$ cat config.mk
export PLATFORM = sky130hd
export DESIGN_NAME = operand_stack_with_roll
export DESIGN_NICKNAME = d
export VERILOG_FILES = /design/src/rtl/core/osr_pkg.sv /design/src/rtl/core/osr_ram.sv /design/src/rtl/core/osr_ctrl.sv /design/src/rtl/core/osr_dpath.sv /design/src/rtl/core/operand_stack_with_roll.sv
export SDC_FILE = /design/constraint.sdc
export NUM_CORES = 1
export LEC_CHECK = 0
export BUFFER_PORTS_ARGS = -buffer_cell sky130_fd_sc_hd__buf_4
export CAP_MARGIN = 20
export CELL_PAD_IN_SITES_DETAIL_PLACEMENT = 1
export CELL_PAD_IN_SITES_GLOBAL_PLACEMENT = 2
export CORE_ASPECT_RATIO = 0.5
export CORE_MARGIN = 1.5
export CORE_UTILIZATION = 35
export CTS_BUF_LIST = sky130_fd_sc_hd__clkbuf_8
export DETAILED_ROUTE_END_ITERATION = 16
export HOLD_SLACK_MARGIN = 0.1
export PLACE_DENSITY_LB_ADDON = 0.1
export SLEW_MARGIN = 20
export SYNTH_ARGS = -nofsm -noshare
export SYNTH_HDL_FRONTEND = slang
export SYNTH_SLANG_ARGS = --single-unit
$ cat constraint.sdc
create_clock -name clk_i -period 5.1 [get_ports clk_i]
set_input_delay 0.255 -clock clk_i [delete_from_list [all_inputs] [get_ports clk_i]]
set_output_delay 0.255 -clock clk_i [all_outputs]
set_load 0.01 [all_outputs]
$ cat src/rtl/core/osr_pkg.sv
package osr_pkg;

  // default sizing of the stack
  localparam int unsigned DEPTH_DEF = 16;
  localparam int unsigned WIDTH_DEF = 32;

  // command codes
  typedef enum logic [2:0] {
    OP_PUSH  = 3'd0,
    OP_POP   = 3'd1,
    OP_PEEK  = 3'd2,
    OP_DUP   = 3'd3,
    OP_SWAP  = 3'd4,
    OP_ROLL  = 3'd5,
    OP_CLEAR = 3'd6
  } op_e;

  // result status codes
  localparam logic [1:0] STS_OK    = 2'd0;
  localparam logic [1:0] STS_EMPTY = 2'd1;
  localparam logic [1:0] STS_FEW   = 2'd2;
  localparam logic [1:0] STS_OVER  = 2'd3;

  // controller states
  typedef enum logic [1:0] {
    S_IDLE,
    S_READ,
    S_LOAD,
    S_SHIFT
  } state_e;

  // datapath action taken when a command is accepted
  typedef enum logic [2:0] {
    ACT_NONE,
    ACT_PUSH,
    ACT_DUP,
    ACT_POP_LAST,
    ACT_POP_READ,
    ACT_ROLL_READ,
    ACT_CLEAR
  } act_e;

  // input transaction
  typedef struct packed {
    logic [2:0]  op;
    logic [31:0] push_value;
    logic [3:0]  roll_depth;
  } osr_in_t;

  // result transaction
  typedef struct packed {
    logic [31:0] top_value;
    logic        top_valid;
    logic        is_empty;
    logic [4:0]  depth_used;
    logic [1:0]  status;
  } osr_out_t;

  // controller to datapath
  typedef struct packed {
    act_e       act;
    logic       rd;
    logic       load;
    logic       shift;
    logic       finish;
    logic [1:0] status;
  } ctl_cmd_t;

  // datapath to controller
  typedef struct packed {
    logic empty;
    logic full;
    logic single;
    logic fits;
    logic amt_zero;
    logic last;
  } dp_status_t;

endpackage

$ cat src/rtl/core/osr_ram.sv
module osr_ram #(
  parameter int unsigned WIDTH = 32,
  parameter int unsigned DEPTH = 16,
  localparam int unsigned AW = (DEPTH > 1) ? $clog2(DEPTH) : 1
) (
  input  logic             clk_i,
  input  logic             we_i,
  input  logic [AW-1:0]    waddr_i,
  input  logic [WIDTH-1:0] wdata_i,
  input  logic [AW-1:0]    raddr_i,
  output logic [WIDTH-1:0] rdata_o
);

  logic [WIDTH-1:0] mem_q [DEPTH];

  // single write port, registered read port
  always_ff @(posedge clk_i) begin
    if (we_i) begin
      mem_q[waddr_i] <= wdata_i;
    end
    rdata_o <= mem_q[raddr_i];
  end

endmodule

$ cat src/rtl/core/osr_ctrl.sv
module osr_ctrl
  import osr_pkg::*;
(
  input  logic       clk_i,
  input  logic       rst_ni,
  input  logic       start,
  output logic       busy,
  input  logic [2:0] op_i,
  input  dp_status_t dp_i,
  output ctl_cmd_t   cmd_o
);

  state_e     state_q, state_d;
  logic       pop_q, pop_d;
  logic       accept;
  act_e       act_dec;
  logic [1:0] sts_dec;
  logic       multi;

  assign busy   = (state_q != S_IDLE);
  assign accept = start && !busy;

  // command decode against current stack condition
  always_comb begin
    act_dec = ACT_NONE;
    sts_dec = STS_OK;
    case (op_e'(op_i))
      OP_PUSH: begin
        if (dp_i.full) sts_dec = STS_OVER;
        else act_dec = ACT_PUSH;
      end
      OP_POP: begin
        if (dp_i.empty) sts_dec = STS_EMPTY;
        else if (dp_i.single) act_dec = ACT_POP_LAST;
        else act_dec = ACT_POP_READ;
      end
      OP_PEEK: begin
        if (dp_i.empty) sts_dec = STS_EMPTY;
      end
      OP_DUP: begin
        if (dp_i.empty) sts_dec = STS_EMPTY;
        else if (dp_i.full) sts_dec = STS_OVER;
        else act_dec = ACT_DUP;
      end
      OP_SWAP, OP_ROLL: begin
        if (dp_i.empty) sts_dec = STS_EMPTY;
        else if (!dp_i.fits) sts_dec = STS_FEW;
        else if (!dp_i.amt_zero) act_dec = ACT_ROLL_READ;
      end
      OP_CLEAR: begin
        act_dec = ACT_CLEAR;
      end
      default: begin
        act_dec = ACT_NONE;
      end
    endcase
  end

  assign multi = (act_dec inside {ACT_POP_READ, ACT_ROLL_READ});

  // next state
  always_comb begin
    state_d = state_q;
    pop_d   = pop_q;
    case (state_q)
      S_IDLE: begin
        if (accept && multi) begin
          state_d = S_READ;
          pop_d   = (act_dec == ACT_POP_READ);
        end
      end
      S_READ: begin
        state_d = pop_q ? S_LOAD : S_SHIFT;
      end
      S_LOAD: begin
        state_d = S_IDLE;
      end
      S_SHIFT: begin
        if (dp_i.last) state_d = S_IDLE;
      end
      default: begin
        state_d = S_IDLE;
      end
    endcase
  end

  // outputs to the datapath
  always_comb begin
    cmd_o = '{act: ACT_NONE, rd: 1'b0, load: 1'b0, shift: 1'b0, finish: 1'b0,
              status: STS_OK};
    case (state_q)
      S_IDLE: begin
        if (accept) begin
          cmd_o.act    = act_dec;
          cmd_o.finish = !multi;
          cmd_o.status = sts_dec;
        end
      end
      S_READ: begin
        cmd_o.rd = 1'b1;
      end
      S_LOAD: begin
        cmd_o.load   = 1'b1;
        cmd_o.finish = 1'b1;
      end
      S_SHIFT: begin
        cmd_o.shift  = 1'b1;
        cmd_o.finish = dp_i.last;
      end
      default: begin
        cmd_o.finish = 1'b0;
      end
    endcase
  end

  // state registers
  always_ff @(posedge clk_i or negedge rst_ni) begin
    if (!rst_ni) begin
      state_q <= S_IDLE;
      pop_q   <= 1'b0;
    end else begin
      state_q <= state_d;
      pop_q   <= pop_d;
    end
  end

`ifndef ASSERT_OFF
  a_finish_idle: assert property (@(posedge clk_i) disable iff (!rst_ni)
    (cmd_o.finish && state_q != S_IDLE) |=> state_q == S_IDLE)
    else $error("multi-cycle command did not return to idle");
  a_read_from_idle: assert property (@(posedge clk_i) disable iff (!rst_ni)
    state_q == S_READ |-> $past(state_q) == S_IDLE)
    else $error("read phase not entered from idle");
  a_no_act_busy: assert property (@(posedge clk_i) disable iff (!rst_ni)
    state_q != S_IDLE |-> cmd_o.act == ACT_NONE)
    else $error("accept action issued while busy");
`endif

endmodule

$ cat src/rtl/core/osr_dpath.sv
module osr_dpath
  import osr_pkg::*;
#(
  parameter int unsigned DEPTH = DEPTH_DEF,
  parameter int unsigned WIDTH = WIDTH_DEF
) (
  input  logic       clk_i,
  input  logic       rst_ni,
  input  osr_in_t    in_i,
  input  ctl_cmd_t   cmd_i,
  output dp_status_t dp_o,
  output logic       done_o,
  output osr_out_t   res_o
);

  localparam int unsigned AW = (DEPTH > 1) ? $clog2(DEPTH) : 1;
  localparam int unsigned CW = $clog2(DEPTH + 1);

  logic [CW-1:0]    count_q, count_d;
  logic [WIDTH-1:0] top_q, top_d;
  logic [AW-1:0]    ptr_q, ptr_d;
  logic [AW-1:0]    last_q, last_d;
  logic             done_q;
  osr_out_t         res_q, res_d;

  logic             we;
  logic [AW-1:0]    waddr;
  logic [WIDTH-1:0] wdata;
  logic [AW-1:0]    raddr;
  logic [WIDTH-1:0] rdata;

  logic [3:0]       amount;
  logic [63:0]      push_wide;
  logic [WIDTH-1:0] push_val;
  logic [63:0]      top_wide;
  logic [31:0]      cnt_wide;

  // swap is a roll by one
  assign amount    = (op_e'(in_i.op) == OP_SWAP) ? 4'd1 : in_i.roll_depth;
  assign push_wide = 64'(in_i.push_value);
  assign push_val  = push_wide[WIDTH-1:0];

  // stack condition seen by the controller
  assign dp_o.empty    = (count_q == '0);
  assign dp_o.full     = (count_q >= CW'(DEPTH));
  assign dp_o.single   = (count_q == CW'(1));
  assign dp_o.fits     = (32'(count_q) > 32'(amount));
  assign dp_o.amt_zero = (amount == 4'd0);
  assign dp_o.last     = (ptr_q == last_q);

  // top element lives in top_q, the rest below it in the ram
  always_comb begin
    count_d = count_q;
    top_d   = top_q;
    ptr_d   = ptr_q;
    last_d  = last_q;
    we      = 1'b0;
    waddr   = AW'(32'(count_q) - 32'd1);
    wdata   = top_q;
    case (cmd_i.act)
      ACT_PUSH: begin
        we      = !dp_o.empty;
        top_d   = push_val;
        count_d = count_q + CW'(1);
      end
      ACT_DUP: begin
        we      = 1'b1;
        count_d = count_q + CW'(1);
      end
      ACT_POP_LAST: begin
        count_d = count_q - CW'(1);
      end
      ACT_POP_READ: begin
        count_d = count_q - CW'(1);
        ptr_d   = AW'(32'(count_q) - 32'd2);
      end
      ACT_ROLL_READ: begin
        ptr_d  = AW'(32'(count_q) - 32'd1 - 32'(amount));
        last_d = AW'(32'(count_q) - 32'd2);
      end
      ACT_CLEAR: begin
        count_d = '0;
      end
      default: begin
        count_d = count_q;
      end
    endcase
    // refill the top after a pop
    if (cmd_i.load) begin
      top_d = rdata;
    end
    // roll step: carried element goes down, the one read comes up
    if (cmd_i.shift) begin
      we    = 1'b1;
      waddr = ptr_q;
      wdata = top_q;
      top_d = rdata;
      ptr_d = ptr_q + AW'(1);
    end
  end

  // read the issued entry, then run one entry ahead while shifting
  assign raddr = cmd_i.rd ? ptr_q : ptr_q + AW'(1);

  // result fields from the state after the command
  assign top_wide = 64'(top_d);
  assign cnt_wide = 32'(count_d);
  always_comb begin
    res_d.top_value  = (count_d == '0) ? 32'd0 : top_wide[31:0];
    res_d.top_valid  = (count_d != '0);
    res_d.is_empty   = (count_d == '0);
    res_d.depth_used = cnt_wide[4:0];
    res_d.status     = cmd_i.status;
  end

  osr_ram #(
    .WIDTH(WIDTH),
    .DEPTH(DEPTH)
  ) u_ram (
    .clk_i  (clk_i),
    .we_i   (we),
    .waddr_i(waddr),
    .wdata_i(wdata),
    .raddr_i(raddr),
    .rdata_o(rdata)
  );

  // control registers
  always_ff @(posedge clk_i or negedge rst_ni) begin
    if (!rst_ni) begin
      count_q <= '0;
      done_q  <= 1'b0;
    end else begin
      count_q <= count_d;
      done_q  <= cmd_i.finish;
    end
  end

  // payload registers
  always_ff @(posedge clk_i) begin
    top_q  <= top_d;
    ptr_q  <= ptr_d;
    last_q <= last_d;
    if (cmd_i.finish) begin
      res_q <= res_d;
    end
  end

  assign done_o = done_q;
  assign res_o  = res_q;

`ifndef ASSERT_OFF
  a_count_bound: assert property (@(posedge clk_i) disable iff (!rst_ni)
    32'(count_q) <= DEPTH)
    else $error("element count above depth");
  a_result_flags: assert property (@(posedge clk_i) disable iff (!rst_ni)
    done_q |-> res_q.top_valid != res_q.is_empty)
    else $error("top valid and empty flags disagree");
  a_shift_range: assert property (@(posedge clk_i) disable iff (!rst_ni)
    cmd_i.shift |-> (32'(ptr_q) + 32'd1 < 32'(count_q)))
    else $error("roll step writes at or above the top");
`endif

endmodule

$ cat src/rtl/core/operand_stack_with_roll.sv
// push, peek, duplicate, clear, pop of a sole element, roll by zero and refused commands
// give done_o in the cycle after start; pop with two or more elements goes through the read
// and load states, busy in both; roll by n (swap is n = 1) reads, then moves one ram entry a
// cycle in the shift state, n entries in all; a new start is taken while done_o is high
// reset clears count, done_o and state; the element ram is not cleared and needs no pass
// results are shown for one cycle on done_o; the receiver cannot stall them
module operand_stack_with_roll
  import osr_pkg::*;
#(
  parameter int unsigned DEPTH = DEPTH_DEF,
  parameter int unsigned WIDTH = WIDTH_DEF
) (
  input  logic     clk_i,
  input  logic     rst_ni,
  input  logic     start,
  output logic     busy,
  input  osr_in_t  in_i,
  output logic     done_o,
  output osr_out_t res_o
);

  ctl_cmd_t   cmd;
  dp_status_t dp_stat;

  // sequencer
  osr_ctrl u_ctrl (
    .clk_i (clk_i),
    .rst_ni(rst_ni),
    .start (start),
    .busy  (busy),
    .op_i  (in_i.op),
    .dp_i  (dp_stat),
    .cmd_o (cmd)
  );

  // stack storage and result register
  osr_dpath #(
    .DEPTH(DEPTH),
    .WIDTH(WIDTH)
  ) u_dpath (
    .clk_i (clk_i),
    .rst_ni(rst_ni),
    .in_i  (in_i),
    .cmd_i (cmd),
    .dp_o  (dp_stat),
    .done_o(done_o),
    .res_o (res_o)
  );

endmodule
After elaboration in Yosys (flattened, before gate mapping)
Memory sizes are Yosys's and may differ from the RTL's. A register that Yosys moved wholly into a read port is not among the register bits.
Cells that the tools add are included.
{"block": "word_totals", "n_memories": 1, "rom_bits": 0, "latch_bits": 0, "regBits": 90, "out_inout_bits": 43, "in_bits": 42, "ramBits": 512}
{"block": "classes", "multipliers": 0, "n_addsub": 6, "div_mod_pow": 0, "eq_ne": 21, "reduce_logical": 21, "n_bitwise": 0, "shift": 0, "magnitude_cmp": 2, "mux": 39}
{"name": "u_dpath.u_ram.mem_q", "depth": 16, "width": 32, "read_ports": 1, "rd_ports_with_merged_regs": 1, "write_ports": 1, "line_no": "osr_ram.sv:14", "source": "logic [WIDTH-1:0] mem_q [DEPTH];"}
{"operator": "32-bit two-way mux", "count": 3}
{"operator": "3-bit two-way mux", "count": 9}
{"operator": "3-bit == test (second input constant)", "count": 8}
{"operator": "4-bit two-way mux", "count": 4}
{"operator": "2-bit case mux with 4 select lines", "count": 2}
{"operator": "3-bit case mux with 5 select lines", "count": 1}
{"operator": "5-bit case mux with 3 select lines", "count": 1}
{"operator": "2-bit two-way mux", "count": 7}
{"operator": "3-bit by 2-bit == test with 1-bit output (second input constant)", "count": 4}
{"operator": "5-bit logical NOT", "count": 2}
{"operator": "1-bit two-way mux", "count": 9}
{"operator": "4-bit case mux with 2 select lines", "count": 1}
{"operator": "2-bit OR reduction", "count": 4}
{"operator": "3-bit by 1-bit == test with 1-bit output (second input constant)", "count": 2}
{"operator": "2-bit AND reduction", "count": 3}
{"operator": "5-bit by 1-bit adder with 5-bit output (second input constant)", "count": 1}
{"operator": "5-bit by 1-bit == test with 1-bit output (second input constant)", "count": 1}
{"operator": "5-bit >= comparator (second input constant)", "count": 1}
{"operator": "5-bit by 4-bit > comparator with 1-bit output", "count": 1}
{"operator": "5-bit nonzero test", "count": 1}
{"operator": "5-bit by 1-bit subtractor with 5-bit output (second input constant)", "count": 1}
{"operator": "4-bit by 1-bit adder with 4-bit output (second input constant)", "count": 1}
{"operator": "2-bit == test (second input constant)", "count": 2}
{"operator": "4-bit == test", "count": 1}
{"operator": "14 further kinds", "count": 19}

Longest topological paths before layout
Gate-level depths: netlist of run 1.
{"block": "logic_depth", "depth_word": 14, "depth_mapped": 12, "ltp_nobuf": 11}

Hierarchy
Synthesis of run 1 repeated with hierarchy kept, for this count alone.
{"block": "unflattened", "cells_unflattened": 1293, "hier_area_um2": 24723.7}
{"mod": "osr_ram", "cells_each": 838, "area_each_um2": 19835.3, "instances": 1}
{"mod": "osr_dpath", "cells_each": 400, "area_each_um2": 4505.6, "instances": 1}
{"mod": "osr_ctrl", "cells_each": 55, "area_each_um2": 382.9, "instances": 1}

Least setup slack after synthesis of run 1
No wires, ideal clock.
{"block": "synth_path", "kind": "flip-flop to flip-flop", "start": "register u_dpath.count_q[0]", "end": "register u_dpath.res_q, in the netlist u_dpath.res_o[0], enable pin", "t_required_ns": 4.602, "setup_slack_ns": -0.129, "n_path_buf": 2, "path_stages_with_launch": 10, "t_arrival_ns": 4.731, "setup_time_ns": 0.498, "cell_sequence": "dfrtp_1 > clkbuf_1 > inv_1 > ha_1 > buf_4 > nor4b_1 > o211ai_1 > nand2_1 > a31oi_1 > o21ai_0"}
{"element": "from (decl)", "line_no": "osr_dpath.sv:19", "source": "logic [CW-1:0] count_q, count_d;"}
{"element": "from (signal assigned)", "line_no": "osr_dpath.sv:134", "source": "count_q <= count_d;"}
{"element": "to (signal assigned)", "line_no": "osr_dpath.sv:145", "source": "res_q <= res_d;"}
{"element": "to (decl)", "line_no": "osr_dpath.sv:24", "source": "osr_out_t res_q, res_d;"}

Final worst setup path of run 1
{"block": "layout_path", "start": "register u_dpath.count_q[0]", "end": "register u_dpath.res_q, in the netlist u_dpath.res_o[21] (data pin)"}
{"block": "layout_between", "elab_chain_cells": 10}
{"element": "5-bit by 4-bit > comparator with 1-bit output (tied with other cells)", "line_no": "osr_dpath.sv:47", "source": "assign dp_o.fits = (32'(count_q) > 32'(amount));"}
{"element": "3-bit two-way mux (tied with other cells)", "line_no": "osr_ctrl.sv:47", "source": "else if (!dp_i.fits) sts_dec = STS_FEW;"}
{"element": "3-bit two-way mux, on equally long branches", "line_no": "osr_ctrl.sv:46, osr_ctrl.sv:33, osr_ctrl.sv:41"}
{"element": "3-bit case mux with 5 select lines", "line_no": "osr_ctrl.sv:27", "source": "case (op_e'(op_i))"}
{"element": "3-bit two-way mux", "line_no": "osr_ctrl.sv:93", "source": "if (accept) begin"}
{"element": "3-bit two-way mux", "line_no": "osr_ctrl.sv:91", "source": "case (state_q)"}
{"element": "3-bit by 2-bit == test with 1-bit output (tied with other cells)", "line_no": "osr_dpath.sv:60", "source": "case (cmd_i.act)"}
{"element": "2-bit OR reduction (no source line)"}
{"element": "5-bit case mux with 3 select lines *", "line_no": "osr_dpath.sv:60"}
{"element": "net u_dpath.count_d[3]", "line_no": "osr_dpath.sv:19"}
{"element": "5-bit logical NOT *", "line_no": "osr_dpath.sv:109", "source": "res_d.top_value = (count_d == '0) ? 32'd0 : top_wide[31:0];"}
Mark *: on every way through the listed nets, which the timed path passes. The rest lies on a longest branch.
A chain may end at the register's enable or synchronous reset.

==> impl_metrics.yaml, run 1 <==
outcome:
  status: "complete, no violations"
final_layout:
  diodes: 0
  regArea_um2: 18400
  drive_gt1_frac: 0.316
  final_util: 0.416
  syn_to_final_growth_pct: 17.7
  multi_input_area_um2: 5930
  nets: 1441
  fill_cells: 6586
logic_synthesis:
  ys_seq_elements: 634
  yosysSeqAreaShare: 0.752
  synth_compound_area_frac: 0.0222
  synth-edff-count: 561
  avgSynthCellArea_um2: 20.6
  synthAdderAreaFrac: 0.00851
  synth-simple-area-share: 0.0360
  netlist_instances: 1185
  syn-num-nets: 1243
  synthMuxAreaShare: 0.163
  synth_xor_area_frac: 0.00574
  synthFlopType: "edfxtp_1"
  synth_top_family_by_area: "multiplexers"
  synth_cell_types: 60
  async_flop_share: 0.0142
  ys.warnings.count: 0
  syn-cell-area_um2: 24400
worst_setup_path:
  path_class: "reg -> reg"
  start_kind: "register"
  end_kind: "register"
  crit_start: "u_dpath.count_q[0]"
  cp.arrival_ns: 4.36
  reg2reg_setup_slack_ns: 1.16
  cp_max_fo: 21
  cp_cell_sequence: "inv_1 > ha_1 > or3b_4 > o211ai_1 > a22oi_1 > o21ai_0 > o221ai_1 > a2111oi_4 > buf_4 > nor2b_2"
  r2r_start: "u_dpath.count_q[0]"
  crit_path_max_incr_delay_ns: 0.55
  cp.required_ns: 5.52
  critPathBufInv: 2
  crit_slowest_cell: "dfrtp_1"
  critPathTopFamily: "compound AO/OA/AOI/OAI gates"
pwr:
  vdd.ir_drop.worst_uv: 380
  leakagePower_uw: 0.00977
  powerDensity_nw_per_um2: 599
worst_hold_path:
  hp-class: "in -> reg"
  min_from: "in_i[37]"
timing:
  period_minus_slack_ns: 3.94
  finalCritPeriodShare: 0.772
  worst_pin_slew_ns: 0.768
  hold_viol: 0
  report.final.slew_viol_count: 0
  setup_viol: 0
  grt_setup_unrepaired: "no"
  slew-limit-headroom: 0.477
  tns_ns: 0
  fin_skew_ns: 0.0371
  max_freq_mhz: 254
global_route:
  grt_pass1_wl_um: 90400
  grt_max_degree: 59
  grt_use_met3: 0.0325
  grtUsageTotal: 0.175
  grt.busiest_layer: "met2"
  met2_usage: 0.276
  antenna_found_initial: 0
  grt_pass1_vias: 13250
  use_met1: 0.249
  grt-ovfl-total: 0
clocking:
  cts_max_level: 3
  cts_buffers: 92
  cts_sinks: 634
  clk_pin_slew_ns: 0.07
  cts.repair.resized: 0
  cts_buffer_depth: 3
  cts-root-buf: "clkbuf_8"
  clk_latency_ns: 0.71
  cts_tree: "done"
floorplan:
  rows: 68
  die_h_um: 190
  io_pins: 85
  die_area_um2: 71400
  die_x_um: 377
  start_util: 0.354
  core-area_um2: 69000
placement:
  dp_hpwl_um: 33300
  port_buffers: 84
  place_congestion: 0.776
routing:
  vias: 12094
  drt_wl_total_um: 60800
  firstDrtPassIters: 5
  wl_per_cell_um: 25.2
  ant_nets: 0
  drtIter0Drc: 932
  routed_via_density: 5.03
  post-route-drc-count: 0
flow_run:
  cap_violations: 0
## cells in the mapped netlist, types with 4 or more instances
cell type	n	area (µm²)
dfrtp_1	9	225
nor2_1	35	131
dfxtp_1	64	1280
nand2_1	60	225
inv_1	15	56.3
nand3_1	6	30.0
mux2i_1	36	360
clkbuf_1	33	124
ha_1	15	188
a21oi_1	7	35.0
nor3b_1	4	30.0
o21ai_0	43	215
and2_1	4	25.0
buf_1	19	71.3
mux4_2	160	3600
buf_2	4	20.0
nor2b_1	5	31.3
edfxtp_1	561	16800
nor2b_2	28	245
xor2_1	10	87.6
xnor2_1	6	52.6
## layout by cell type (no fill, tap or decap), drive strengths merged, types with 4 or more instances in the layout
cell type	synthesis	routed
mux2i	36	36
dlygate4sd3	0	39
clkinv	0	30
o21ai	43	43
a21oi	7	7
nor3b	4	4
and2	4	4
dfrtp	9	9
nor2b	33	33
xnor2	6	6
inv	16	57
ha	15	15
nand3	6	6
xor2	10	10
buf	27	125
mux4	160	160
nor2	35	35
nand2	61	61
dfxtp	64	64
clkbuf	33	99
edfxtp	561	561
## worst register-to-register path, cell delays in order, from the launching register on
cell       delay [ns]
dfrtp_1          0.55
inv_1            0.28
ha_1             0.41
or3b_4           0.45
o211ai_1         0.17
a22oi_1          0.18
o21ai_0          0.35
o221ai_1         0.30
a2111oi_4        0.42
buf_4            0.43
nor2b_2          0.13
## per-stage QoR
stage / power [µW] / instance area (µm²) / hold slack [ns] / setup slack, ns / cells
2_1_floorplan: 11400 / 24400 / -0.0406 / 0.995 / 1185
4_1_cts: 17600 / 28700 / 0.129 / 1.13 / 2406
3_5_place_dp: 13600 / 26600 / 0.100 / 1.15 / 2195
5_1_grt: 18200 / 28700 / 0.208 / 0.791 / 2406
3_3_place_gp: 13500 / 26600 / 0.0980 / 1.33 / 2195
6_report: 17200 / 28700 / 0.220 / 1.16 / 2406
## power by group
group | leakage (µW) | total (µW) | internal, µW | switching [µW]
sequential | 0.00577 | 7970 | 7140 | 829
combinational | 0.00298 | 5390 | 2570 | 2830
clock | 0.00103 | 3850 | 1860 | 2000
## state kept, by name, indices dropped and copies added (netlist names)
name	count
u_dpath.u_ram.mem_q	512
u_dpath.top_q	32
u_ctrl.state_q	2
u_dpath.u_ram.rdata_o	32
u_dpath.res_o	41
u_dpath.count_q	5
u_dpath.done_o	1
u_dpath.last_q	4
u_ctrl.pop_q	1
u_dpath.ptr_q	4
## final cells by class
cell class	instances	area share
tap	945	0.0411
timing repair buffer	164	0.0519
sequential	634	0.639
multi-input combinational	475	0.206
clock inverter	73	0.0124
clock buffer	99	0.0474
inverter	16	0.00209
## layer usage
| metal | up-vias | share of wire |
|---|---|---|
| met5 | - | 0 |
| li1 | 5228 | - |
| met1 | 6548 | 0.47 |
| met3 | 74 | 0.038 |
| met4 | 0 | 0.016 |
| met2 | 244 | 0.48 |
## cell families after synthesis
group	count (synthesis)
DFF	634
muxes	197
and+or+nand+nor	163
AOI/OAI and AO/OA	83
buffers and inverters	76
xor gates and xnor gates	16
adders and majority gates	16
## path summary, 6_finish.rpt
check                      cells after the start                end
max                                           10  u_dpath.res_o[21]
min                                            4       u_ctrl.pop_q
max reg2reg                                   10  u_dpath.res_o[21]
min reg2reg                                    2  u_dpath.top_q[15]
max in group asynchronous                      3  u_ctrl.state_q[1]
min in group asynchronous                      3  u_ctrl.state_q[1]
## timing repair
item,CTS,global route
setup endpoints to repair,0,0
endpoints found under the hold margin,63,0
buffers inserted,0,0
hold buffers,39,0
Note: power is estimated with default switching activity, not from simulation.
==> run 2: changes to the inputs <==
==> constraint.sdc (replaced) <==
create_clock -name clk_i -period 3.8 [get_ports clk_i]
set_input_delay 0.19 -clock clk_i [delete_from_list [all_inputs] [get_ports clk_i]]
set_output_delay 0.19 -clock clk_i [all_outputs]
set_load 0.01 [all_outputs]
==> impl_metrics.yaml, run 2 (synthesis gave the netlist of run 1 again) <==
outcome:
  status: "complete, no violations"
global_route:
  antenna_found_initial: 2
  grt_pass1_vias: 13414
  grt_pass1_wl_um: 90500
  grt-ovfl-total: 0
  grtUsageTotal: 0.175
  grt_max_degree: 53
timing:
  slew-limit-headroom: 0.302
  grt_setup_unrepaired: "no"
  period_minus_slack_ns: 3.59
  worst_pin_slew_ns: 1.04
  report.final.slew_viol_count: 0
  finalCritPeriodShare: 0.946
  tns_ns: 0
  max_freq_mhz: 278
  setup_viol: 0
  hold_viol: 0
  fin_skew_ns: 0.0483
clocking:
  cts-root-buf: "clkbuf_8"
  cts_buffer_depth: 3
  cts_tree: "done"
  cts_max_level: 3
  cts_buffers: 93
  cts_sinks: 634
  clk_pin_slew_ns: 0.07
  clk_latency_ns: 0.72
worst_setup_path:
  end_kind: "register"
  r2r_start: "u_dpath.count_q[1]"
  cp.required_ns: 4.23
  r2r_end: "u_dpath.res_o[22]"
  reg2reg_setup_slack_ns: 0.21
  r2r_cells: 11
  start_kind: "register"
  cp_max_fo: 20
  path_class: "reg -> reg"
  cp.arrival_ns: 4.02
final_layout:
  layout_commonest_cell: "edfxtp_1"
  final_cell_mix: "edfxtp_1 (561), mux4_2 (160), buf_4 (116), clkbuf_8 (105), dfxtp_1 (64)"
  final_area_um2: 29000
  top_register: "u_dpath.u_ram.mem_q"
  syn_to_final_growth_pct: 18.7
  drive_gt1_frac: 0.318
  fill_cells: 6522
  largest_reg_flops: 512
  nets: 1455
placement:
  port_buffers: 84
  place_congestion: 0.783
  dp_hpwl_um: 33400
  placed_cell_area_um2: 26700
routing:
  post-route-drc-count: 0
  drtIter0Drc: 859
  vias: 12162
  firstDrtPassIters: 5
  ant_nets: 0
  routed_via_density: 5.02
  wl_per_cell_um: 25.2
  drt_wl_total_um: 61000
floorplan:
  start_util: 0.354
  die_area_um2: 71400
  io_pins: 85
  die_h_um: 190
  rows: 68
  die_x_um: 377
  core-area_um2: 69000
worst_hold_path:
  hold_end: "u_dpath.ptr_q[0]"
  hold_path_depth: 5
  hp-class: "in -> reg"
  min_from: "in_i[0]"
pwr:
  powerDensity_nw_per_um2: 800
  p_int_uw: 15700
  leakagePower_uw: 0.00989
  p_sw_frac: 0.323
  clkPwrFrac: 0.226
  p_seq_frac: 0.459
  p_sw_uw: 7500
  vdd.ir_drop.worst_uv: 372
  p_comb_frac: 0.314
flow_run:
  cap_violations: 0
-- run 2: cell count changes in the layout (fill, tap and decap cells not counted), sizes merged --
cell | before | now
buf | 125 | 134
clkbuf | 99 | 105
inv | 57 | 64
dlygate4sd3 | 39 | 43
diode | 0 | 2
clkinv | 30 | 19
-- run 2: layout make-up --
cell class / instances / area, µm² / share of cell area
multi-input combinational: 475 / 5950 / 0.205
clock buffer: 105 / 1450 / 0.0499
tap: 945 / 1180 / 0.0408
inverter: 16 / 60.1 / 0.00207
sequential: 634 / 18400 / 0.633
clock inverter: 69 / 323 / 0.0111
timing repair buffer: 177 / 1660 / 0.0573
antenna: 2 / 5.00 / 0.000173
-- run 2: how the worst max path moves through the flow --
stage / startpoint / endpoint / slack [ns]
6_report: u_dpath.count_q[1] / u_dpath.res_o[22] / 0.21
5_1_grt: u_dpath.count_q[1] / u_dpath.res_o[25] / 0.05
4_1_cts: u_dpath.count_q[1] / u_dpath.res_o[11] / 0.09
3_5_place_dp: u_dpath.count_q[1] / u_dpath.res_o[10] / 0.08
3_3_place_gp: u_dpath.count_q[1] / u_dpath.res_o[11] / 0.17
2_1_floorplan: u_dpath.count_q[0] / u_dpath.u_ram.mem_q[1][0] / 0.25
-- run 2: what timing repair did --
item                       CTS  global route
setup endpoints to repair    2            33
setup buffers                0             1
gates resized for setup      1             3
pin swaps                    0             1
cloned                       0             0
hold endpoints to repair    71             0
hold buffers                43             0
-- run 2: routing by layer --
layer / routed length [µm] / track usage
met5: 0 / 0
met4: 960 / 0.0406
met3: 2400 / 0.0357
met2: 28200 / 0.273
met1: 29500 / 0.254
-- run 2: power by group through the flow --
stage / clock (µW) / sequential, µW / combinational (µW)
after floorplan: 0 / 10500 / 4780
after CTS: 5460 / 10700 / 7450
after detailed placement: 0 / 10800 / 7360
after global routing: 5730 / 10800 / 7920
after global placement: 0 / 10700 / 7270
final: 5250 / 10600 / 7290
-- run 2: metrics by stage --
step | setup WS, ns | instances | total power (µW) | hold WS, ns | utilization
floorplan | 0.248 | 1185 | 15200 | -0.106 | -
global placement | 0.173 | 2203 | 17900 | 0.0318 | 0.388
detailed placement | 0.0758 | 2203 | 18200 | 0.0311 | 0.388
CTS | 0.0922 | 2420 | 23600 | 0.158 | 0.420
global route | 0.0494 | 2423 | 24500 | 0.209 | 0.420
finish | 0.205 | 2423 | 23200 | 0.223 | 0.420
-- run 2: worst max-delay path: stages (launching register included) --
cell and delay (ns):
dfrtp_1 0.47, inv_1 0.23, ha_4 0.25, or3b_4 0.42, a211oi_2 0.24, nor4_2 0.12
o311a_1 0.38, or2_1 0.25, a2111oi_4 0.45, buf_4 0.20, buf_12 0.18, nor2b_2 0.06
==> run 3: changes to the inputs <==
--- a/config.mk
+++ b/config.mk
@@ -13,6 +13,7 @@
 export CORE_MARGIN = 1.5
 export CORE_UTILIZATION = 35
 export CTS_BUF_LIST = sky130_fd_sc_hd__clkbuf_8
+export CTS_CLUSTER_SIZE = 25
 export DETAILED_ROUTE_END_ITERATION = 16
 export HOLD_SLACK_MARGIN = 0.1
 export PLACE_DENSITY_LB_ADDON = 0.1
==> constraint.sdc (replaced) <==
create_clock -name clk_i -period 2.9 [get_ports clk_i]
set_input_delay 0.145 -clock clk_i [delete_from_list [all_inputs] [get_ports clk_i]]
set_output_delay 0.145 -clock clk_i [all_outputs]
set_load 0.01 [all_outputs]
==> impl_metrics.yaml, run 3 (synthesis gave the netlist of run 1 again) <==
timing:
  finalCritPeriodShare: 1.10
  grt_setup_unrepaired: "yes"
  hold_viol: 0
  max_freq_mhz: 313
  setup_slack_ns: -0.297
  report.final.slew_viol_count: 0
  worst_pin_slew_ns: 0.642
  period_minus_slack_ns: 3.20
  fin_skew_ns: 0.0214
  tns_ns: -7.83
  slew-limit-headroom: 0.566
  setup_viol: 34
pwr:
  p_sw_frac: 0.329
  p_int_uw: 21700
  p_seq_frac: 0.431
  leakagePower_uw: 0.0104
  p_comb_frac: 0.352
  vdd.ir_drop.worst_uv: 428
  clkPwrFrac: 0.217
  totalPowerFinal_uw: 32300
  p_sw_uw: 10600
  powerDensity_nw_per_um2: 1080
final_layout:
  final_cell_mix: "edfxtp_1 (561), mux4_2 (160), buf_4 (148), clkbuf_8 (111), dfxtp_1 (64)"
  drive_gt1_frac: 0.363
  layout_commonest_cell: "edfxtp_1"
  final_util: 0.436
  largest_reg_flops: 512
  syn_to_final_growth_pct: 23.1
  fin_cells: 2480
  nets: 1517
  top_register: "u_dpath.u_ram.mem_q"
floorplan:
  rows: 68
  core-area_um2: 69000
  die_x_um: 377
  io_pins: 85
  die_area_um2: 71400
  start_util: 0.354
  die_h_um: 190
clocking:
  cts_buffers: 92
  cts_tree: "done"
  cts-root-buf: "clkbuf_8"
  clk_latency_ns: 0.72
  cts_sinks: 634
  cts_max_level: 3
  clk_pin_slew_ns: 0.06
  cts_buffer_depth: 3
routing:
  routed_via_density: 5.05
  drtIter0Drc: 1042
  post-route-drc-count: 0
  vias: 12518
  drt_wl_total_um: 64200
  firstDrtPassIters: 5
  wl_per_cell_um: 25.9
  ant_nets: 0
worst_setup_path:
  start_kind: "register"
  cp_max_fo: 7
  cp.arrival_ns: 3.66
  cp.required_ns: 3.37
  end_kind: "register"
  r2r_cells: 13
  path_class: "reg -> reg"
placement:
  port_buffers: 84
  place_congestion: 0.760
  dp_slack_ns: -0.348
  dp.cells: 2255
  dp_hpwl_um: 36200
global_route:
  grtUsageTotal: 0.184
  grt_max_degree: 42
  grt_pass1_vias: 13484
  grt_pass1_wl_um: 93600
  antenna_found_initial: 0
  grt-ovfl-total: 0
outcome:
  status: "finished, violations left"
  violations: "negative setup slack"
worst_hold_path:
  hold_path_depth: 5
  hp-class: "in -> reg"
flow_run:
  cap_violations: 0
-- run 3: cell types whose count changed in the layout (fill, tap and decap cells not counted), moves of 2 or more --
cell           previous run  this run
buf_4                   116       148
nor2b_1                   5         3
nor2b_4                   0        20
buf_16                    0         4
buf_6                     0         5
inv_1                    59        49
buf_12                   18        42
clkinv_1                 16         9
dlygate4sd3_1            43        41
clkbuf_8                105       111
inv_8                     4         0
nor2b_2                  28        10
clkinv_2                  3        10
-- run 3: worst paths after layout --
kind | start | endpoint | slack, ns
worst max-delay path | u_dpath.count_q[0] | u_dpath.res_o[35] | -0.30
worst min-delay path | in_i[0] | u_dpath.ptr_q[0] | 0.17
worst max register to register | u_dpath.count_q[0] | u_dpath.res_o[35] | -0.30
worst min register to register | u_dpath.u_ram.rdata_o[9] | u_dpath.top_q[9] | 0.47
max in group asynchronous | rst_ni | u_dpath.count_q[0] | 2.03
min in group asynchronous | rst_ni | u_ctrl.pop_q | 0.48
-- run 3: power groups by stage --
stage                     clock (µW)  sequential, µW  combinational [µW]
after global routing            7560           14200               12300
after CTS                       7250           14000               11500
after floorplan                    0           13700                6390
after global placement             0           13900               10500
after detailed placement           0           14100               10600
final                           7010           13900               11400
-- run 3: layer usage --
layer / part of all wire / up-vias / GRT usage
li1: - / 5390 / -
met5: 0 / - / 0
met2: 0.45 / 291 / 0.276
met1: 0.48 / 6724 / 0.272
met4: 0.021 / 0 / 0.0557
met3: 0.040 / 113 / 0.0337
-- run 3: cell type report --
cell class,count,area [µm²]
Clock buffer,111,1530
Tap cell,945,1180
Timing Repair Buffer,240,2530
Sequential cell,634,18400
Fill cell,6516,38900
Multi-Input combinational cell,475,6140
Antenna cell,1,2.50
Inverter,16,65.1
Clock inverter,58,251
-- run 3: timing repair --
item | in CTS | in global routing
hold buffers | 42 | 0
endpoints found under the setup margin | 34 | 259
buffers inserted | 7 | 7
gates resized for setup | 26 | 23
gates cloned | 3 | 0
pin swaps | 7 | 11
hold endpoints to repair | 79 | 0
-- run 3: through the flow --
stage	cell area, µm²	hold slack [ns]
3_3_place_gp	27500	-0.0119
3_5_place_dp	27500	-0.00957
5_1_grt	30100	0.176
6_report	30100	0.172
2_1_floorplan	24500	-0.151
4_1_cts	29900	0.100
-- run 3: worst max-delay path, stage by stage, from the launching register on --
cell and delay [ns]:
dfrtp_2 0.44, clkinv_4 0.07, ha_4 0.15, or3b_4 0.41, o211ai_1 0.17, buf_4 0.18, a22oi_2 0.09, a22oi_1 0.29
o21ai_0 0.22, a2111oi_4 0.35, buf_6 0.17, buf_12 0.14, buf_16 0.17, nor2b_2 0.06
